File: config.mk
export PLATFORM = sky130hd
export DESIGN_NAME = delimited_message_deframer
export DESIGN_NICKNAME = d
export VERILOG_FILES = /design/src/rtl/dmd_pkg.sv /design/src/rtl/dmd_frame_ram.sv /design/src/rtl/delimited_message_deframer.sv
export SDC_FILE = /design/constraint.sdc
export NUM_CORES = 1
export LEC_CHECK = 0
export BUFFER_PORTS_ARGS = -buffer_cell sky130_fd_sc_hd__buf_2
export CAP_MARGIN = 30
export CORE_UTILIZATION = 55
export CTS_BUF_LIST = sky130_fd_sc_hd__clkbuf_4
export CTS_CLUSTER_DIAMETER = 100
export DETAILED_ROUTE_END_ITERATION = 7
export GPL_TIMING_DRIVEN = 0
export PLACE_DENSITY = 0.78
export SETUP_SLACK_MARGIN = 0.2
export SLEW_MARGIN = 40
export SYNTH_ARGS = -nofsm -noshare
export SYNTH_HDL_FRONTEND = slang
export SYNTH_SLANG_ARGS = --single-unit
File: constraint.sdc
create_clock -name clock -period 3.1 [get_ports clock]
set_input_delay 0.62 -clock clock [delete_from_list [all_inputs] [get_ports clock]]
set_output_delay 0.62 -clock clock [all_outputs]
set_load 0.02 [all_outputs]
File: src/rtl/dmd_pkg.sv
// dmd_pkg: shared constants and types for the delimited message deframer
`timescale 1ns / 1ps

package dmd_pkg;

   localparam int FRAME_CAPACITY = 32;
   localparam int ADDR_W         = $clog2(FRAME_CAPACITY);
   localparam int CNT_W          = $clog2(FRAME_CAPACITY + 1);
   localparam int BYTE_W         = 8;
   localparam int LEN_W          = 6;
   localparam int CSR_IDX_W      = 2;

   localparam logic [CSR_IDX_W-1:0] CSR_START_IDX = 2'd0;
   localparam logic [CSR_IDX_W-1:0] CSR_END_IDX   = 2'd1;

   localparam logic [BYTE_W-1:0] START_RESET = 8'd91;
   localparam logic [BYTE_W-1:0] END_RESET   = 8'd93;

   typedef enum logic [1:0] {
      ST_IDLE = 2'b01,
      ST_READ = 2'b10
   } dmd_state_type;

endpackage

File: src/rtl/dmd_frame_ram.sv
// dmd_frame_ram: frame byte store, one write port and one registered read port
`timescale 1ns / 1ps

module dmd_frame_ram
   import dmd_pkg::*;
(
   input  logic              clock,
   input  logic              wr_en,
   input  logic [ADDR_W-1:0] wr_addr,
   input  logic [BYTE_W-1:0] wr_data,
   input  logic              rd_en,
   input  logic [ADDR_W-1:0] rd_addr,
   output logic [BYTE_W-1:0] rd_data
);

   logic [BYTE_W-1:0] mem [FRAME_CAPACITY];
   logic [BYTE_W-1:0] rd_data_ff;

   always_ff @(posedge clock) begin
      if (wr_en) begin
         mem[wr_addr] <= wr_data;
      end
   end

   // read data holds while rd_en is low
   always_ff @(posedge clock) begin
      if (rd_en) begin
         rd_data_ff <= mem[rd_addr];
      end
   end

   assign rd_data = rd_data_ff;

endmodule

File: src/rtl/delimited_message_deframer.sv
// delimited_message_deframer: gathers delimited frames and plays them back bytewise
//
//   channel  dir  handshake            payload
//   req_     in   req_valid/req_stall  req_rx_byte[7:0], req_parity_bad
//   rsp_     out  rsp_valid/rsp_stall  rsp_frame_byte[7:0], rsp_frame_length[5:0],
//                                      rsp_frame_last
//   csr_     in   csr_valid/csr_ready  csr_index[1:0], csr_wdata[7:0]
//
// a byte that does not end a frame leaves req_stall low, so the next beat is taken right after
// an end byte holds off input (req_stall) until the read of the last frame byte is issued;
// the frame store is read on its single read port, one read per cycle unless rsp_stall holds it
// rsp_stall delays read-out, and so input, with no loss; the registered read and output stage absorb it
// reset is synchronous; it empties the frame and restores the delimiters (91, 93)
`timescale 1ns / 1ps

module delimited_message_deframer
   import dmd_pkg::*;
(
   input  logic                 clock,
   input  logic                 reset,

   input  logic                 req_valid,
   output logic                 req_stall,
   input  logic [BYTE_W-1:0]    req_rx_byte,
   input  logic                 req_parity_bad,

   output logic                 rsp_valid,
   input  logic                 rsp_stall,
   output logic [BYTE_W-1:0]    rsp_frame_byte,
   output logic [LEN_W-1:0]     rsp_frame_length,
   output logic                 rsp_frame_last,

   input  logic                 csr_valid,
   output logic                 csr_ready,
   input  logic [CSR_IDX_W-1:0] csr_index,
   input  logic [BYTE_W-1:0]    csr_wdata
);

   dmd_state_type     state_ff, state_in;
   logic [CNT_W-1:0]  fill_ff, fill_in;
   logic [CNT_W-1:0]  len_ff, len_in;
   logic [ADDR_W-1:0] last_idx_ff, last_idx_in;
   logic [ADDR_W-1:0] rd_ptr_ff, rd_ptr_in;
   logic [BYTE_W-1:0] start_ff, end_ff;

   logic              pend_ff, pend_in;
   logic              pend_last_ff, pend_last_in;
   logic [CNT_W-1:0]  pend_len_ff, pend_len_in;

   logic              rsp_valid_ff, rsp_valid_in;
   logic [BYTE_W-1:0] rsp_byte_ff;
   logic [LEN_W-1:0]  rsp_len_ff;
   logic              rsp_last_ff;

   logic              accept, good, is_end, is_start;
   logic              issue, load;
   logic              wr_en;
   logic [ADDR_W-1:0] wr_addr;
   logic [BYTE_W-1:0] rd_data;

   // configuration
   assign csr_ready = 1'b1;

   always_ff @(posedge clock) begin
      if (reset) begin
         start_ff <= START_RESET;
         end_ff   <= END_RESET;
      end else if (csr_valid && csr_ready) begin
         unique case (csr_index)
            CSR_START_IDX: start_ff <= csr_wdata;
            CSR_END_IDX:   end_ff   <= csr_wdata;
            default: begin
            end
         endcase
      end
   end

   // intake
   assign req_stall = (state_ff != ST_IDLE);
   assign accept    = req_valid && !req_stall;
   assign good      = accept && !req_parity_bad;
   assign is_end    = (req_rx_byte == end_ff);
   assign is_start  = (req_rx_byte == start_ff);

   assign wr_en   = good;
   assign wr_addr = (is_start && !is_end) ? '0 : fill_ff[ADDR_W-1:0];

   // read-out: a read is issued only when its data has a place to land
   assign load  = pend_ff && (!rsp_valid_ff || !rsp_stall);
   assign issue = (state_ff == ST_READ) && (!pend_ff || load);

   always_comb begin
      state_in     = state_ff;
      fill_in      = fill_ff;
      len_in       = len_ff;
      last_idx_in  = last_idx_ff;
      rd_ptr_in    = rd_ptr_ff;
      pend_in      = pend_ff;
      pend_last_in = pend_last_ff;
      pend_len_in  = pend_len_ff;
      rsp_valid_in = rsp_valid_ff;

      if (accept) begin
         if (req_parity_bad) begin
            fill_in = '0;
         end else if (is_end) begin
            len_in      = fill_ff + CNT_W'(1);
            last_idx_in = fill_ff[ADDR_W-1:0];
            rd_ptr_in   = '0;
            fill_in     = '0;
            state_in    = ST_READ;
         end else if (is_start) begin
            fill_in = CNT_W'(1);
         end else if (fill_ff + CNT_W'(1) == CNT_W'(FRAME_CAPACITY)) begin
            // full without an end byte: drop silently
            fill_in = '0;
         end else begin
            fill_in = fill_ff + CNT_W'(1);
         end
      end

      if (rsp_valid_ff && !rsp_stall) begin
         rsp_valid_in = 1'b0;
      end
      if (load) begin
         rsp_valid_in = 1'b1;
         pend_in      = 1'b0;
      end

      if (issue) begin
         pend_in      = 1'b1;
         pend_last_in = (rd_ptr_ff == last_idx_ff);
         pend_len_in  = len_ff;
         rd_ptr_in    = rd_ptr_ff + ADDR_W'(1);
         if (rd_ptr_ff == last_idx_ff) begin
            state_in = ST_IDLE;
         end
      end
   end

   always_ff @(posedge clock) begin
      if (reset) begin
         state_ff     <= ST_IDLE;
         fill_ff      <= '0;
         pend_ff      <= 1'b0;
         rsp_valid_ff <= 1'b0;
      end else begin
         state_ff     <= state_in;
         fill_ff      <= fill_in;
         pend_ff      <= pend_in;
         rsp_valid_ff <= rsp_valid_in;
      end
   end

   always_ff @(posedge clock) begin
      len_ff       <= len_in;
      last_idx_ff  <= last_idx_in;
      rd_ptr_ff    <= rd_ptr_in;
      pend_last_ff <= pend_last_in;
      pend_len_ff  <= pend_len_in;
      if (load) begin
         rsp_byte_ff <= rd_data;
         rsp_len_ff  <= LEN_W'(pend_len_ff);
         rsp_last_ff <= pend_last_ff;
      end
   end

   dmd_frame_ram u_ram (
      .clock   (clock),
      .wr_en   (wr_en),
      .wr_addr (wr_addr),
      .wr_data (req_rx_byte),
      .rd_en   (issue),
      .rd_addr (rd_ptr_ff),
      .rd_data (rd_data)
   );

   assign rsp_valid        = rsp_valid_ff;
   assign rsp_frame_byte   = rsp_byte_ff;
   assign rsp_frame_length = rsp_len_ff;
   assign rsp_frame_last   = rsp_last_ff;

   // the buffer never rests at capacity
   a_fill_below_cap: assert property (@(posedge clock) disable iff (reset)
      fill_ff < CNT_W'(FRAME_CAPACITY))
      else $error("fill count reached capacity");

   // an accepted end byte starts read-out
   a_end_starts_read: assert property (@(posedge clock) disable iff (reset)
      (accept && !req_parity_bad && is_end) |=> (state_ff == ST_READ))
      else $error("end byte did not start read-out");

   // a new read never overwrites data that has not moved to the output stage
   a_no_read_overrun: assert property (@(posedge clock) disable iff (reset)
      (pend_ff && !load) |-> !issue)
      else $error("read issued over pending data");

   // read data that is pending stays pending until the output stage takes it
   a_pend_held: assert property (@(posedge clock) disable iff (reset)
      (pend_ff && rsp_valid_ff && rsp_stall) |=> pend_ff)
      else $error("pending read data lost under stall");

endmodule

==> impl_metrics.ini <==
[drt]
wire_per_inst_um = 23.1
firstDrtPassIters = 5
drt_iter0_markers = 653
drcViolationCount = 0
postRouteAntennaNets = 0
dr_total_vias = 7095
wl_um = 27700
vias_per_cell = 5.92

[worst_setup_path]
critPathArrivalTime_ns = 3.20
crit_type = input pin to flop
setup.worst_path.start_class = input pin
setup.worst_path.end_class = flop
worstPathRequired_ns = 3.38
worstPathMaxFanout = 34

[synth]
netlist-cell-type-count = 53
ys.flop_type = edfxtp_1
yosysWarnings = 0
synth_nets = 726
synth_edf_count = 302
avgSynthCellArea_um2 = 18.5
ys_async_sr_fraction_pct = 0
synth-seq-area-share_pct = 73.9
syn_inst = 700
synth_seq_cells = 328
syn_area_mm2 = 0.0130

[global_route]
grtUsageMet1_pct = 29.3
grt_pass1_vias = 7435
grt_pass1_wl_um = 41600
overflow = 0
grtUsageTotal_pct = 23.8
grtUsageMet2_pct = 40.4
grt_max_degree = 35
top_usage_layer = met2
antenna_found_initial = 1
use_met3_pct = 4.78

[sta]
max_freq_mhz = 343
setup_viol = 0
slew-limit-headroom_pct = 44.1
rsz0062_at_grt = yes
hold_viol_final = 0
drv_slew = 0
period_share_pct = 94.1
hold_ws_ns = 0.181
skew_ns = 0.0748
min_period_ns = 2.92
finalSetupTns_ns = 0
worstMarginPinSlew_ns = 0.833

[job]
maxCapViolations = 0

[floorplan]
num_rows = 55
core-area_mm2 = 0.0229
die_x_um = 156
ios = 42
start_util_pct = 56.6
die_y_um = 156
dieArea_mm2 = 0.0242

[layout]
nFillCells = 1535
drive_gt1_share_pct = 30.8
layout_common_cells = 302 x edfxtp_1, 115 x clkbuf_4, 52 x buf_2
fin_nets = 856
fin_util_pct = 64.7
multi_input_comb_area_mm2 = 0.00337
fin_area_mm2 = 0.0148
layout_commonest_cell = edfxtp_1
areaGrowthSynthToFinish_pct = 14.3
regArea_mm2 = 0.00959

[place]
postPlaceCellArea_mm2 = 0.0137
port_buffers = 40
gp_congestion = 0.897
hpwl_um = 17700

[power]
peakVddDrop_uv = 434
leakagePower_uw = 0.00473
p_per_area_mw_per_mm2 = 562

[clocking]
clock_sinks = 328
insertion_delay_ns = 0.70
cts-buffers-inserted = 77
path_clk_slew_ns = 0.06
htree_levels = 3
cts_tree = done
cts_buffer_depth = 3
cts-root-buf = clkbuf_4

[min_path]
min_path_type = input pin to flop

[run_status]
status = completed
[per-layer routing]
metal  vias up  wire length [um]
li1       3126                 -
met1      3528             10300
met2       363             14300
met3        78              2180
met4         0               885
met5         -                 0
[repair_timing]
item | in CTS | in global routing
pin swaps | 0 | 1
buffers inserted | 2 | 2
setup endpoints to repair | 139 | 148
gates resized for setup | 13 | 14
gates cloned | 0 | 0
hold buffers | 0 | 0
[cell type report]
class / instances / share of cell area, %
multi-input combinational: 331 / 22.7
buffer: 36 / 1.49
sequential: 328 / 64.7
clock buffer: 109 / 5.52
tap: 313 / 2.64
antenna: 1 / 0.0169
inverter: 5 / 0.127
timing repair buffer: 51 / 1.98
clock inverter: 24 / 0.810
[stage by stage]
stage / setup slack [ns] / cells / power (uW)
after CTS: 0.0150 / 1195 / 8370
after detailed placement: -0.784 / 1060 / 5120
after global routing: 0.0994 / 1198 / 8610
final: 0.182 / 1198 / 8330
after global placement: -1.02 / 1053 / 5100
after floorplan: 0.471 / 700 / 5010
[critical path, cell delays in order]
cell and delay [ns]:
buf_2 0.52, xnor2_1 0.20, nand4_1 0.21, o211ai_2 0.32
nand3_1 0.46, nor3_2 0.84
[cells by family (layout without fill, tap and decap cells)]
family / Yosys count / in the layout / synth area share [%]
compound gates: 58 / 58 / 3.53
xor+xnor: 28 / 28 / 1.89
fa+ha+maj: 2 / 2 / 0.193
buf+inv: 41 / 225 / 1.83
flops: 328 / 328 / 73.9
mux: 99 / 99 / 13.0
other cells: 1 / 2 / 0.0289
simple gates: 143 / 143 / 5.58
[cell usage after synthesis (2+ instances only)]
master     count  area (um2)
nor3_1        16        80.1
mux4_1        12         315
nor2b_1        6        37.5
a2111oi_2      5        75.1
dfxtp_1       26         521
xor2_1        14         123
nand3b_1      12        90.1
o21a_1         2        15.0
nor2_1        44         165
nor4_1         3        18.8
nor4_2         2        25.0
or2_2          2        12.5
o22ai_1        5        31.3
ha_1           2        25.0
mux2i_1       46         460
a211oi_1       8        60.1
o221ai_1       7        61.3
a221oi_1       3        26.3
buf_2         13        65.1
edfxtp_1     302        9070
buf_6          5        56.3
and2_1         2        12.5
nor3b_1        3        22.5
nand3_1        9        45.0
a211o_1        5        43.8
a21oi_1        9        45.0
xnor2_1       14         123
nand2b_1       4        25.0
o21ai_0        6        30.0
clkbuf_1      13        48.8
buf_1          2        7.51
nand4_1        3        18.8
nand2_1       31         116
a22o_1         2        17.5
inv_1          5        18.8
mux4_2        40         901
[sequential cells by signal, summed over array words and instances (netlist names)]
signal	cells
end_ff	8
fill_ff	6
last_idx_ff	5
len_ff	6
pend_ff	1
pend_last_ff	1
pend_len_ff	6
rd_ptr_ff	5
rsp_frame_byte	8
rsp_frame_last	1
rsp_frame_length	6
rsp_valid	1
start_ff	8
state_ff	2
u_ram.mem	256
u_ram.rd_data	8
[worst paths after layout]
check / start / to / slack (ns) / cells past startpoint
worst max register to register: fill_ff[4] / u_ram.mem[16][4] / 0.32 / 4
worst max-delay path: req_rx_byte[2] / u_ram.mem[8][2] / 0.18 / 6
worst min-delay path: csr_wdata[1] / start_ff[1] / 0.18 / 2
worst min register to register: pend_len_ff[4] / rsp_frame_length[4] / 0.41 / 0
[where the power goes]
part | leakage (uW) | switching [uW] | internal, uW
clock network | 0.000567 | 1590 | 1700
logic | 0.00123 | 134 | 53.3
registers | 0.00294 | 9.26 | 4830
total | 0.00473 | 1730 | 6590
Note: power is estimated with default switching activity, not from simulation.
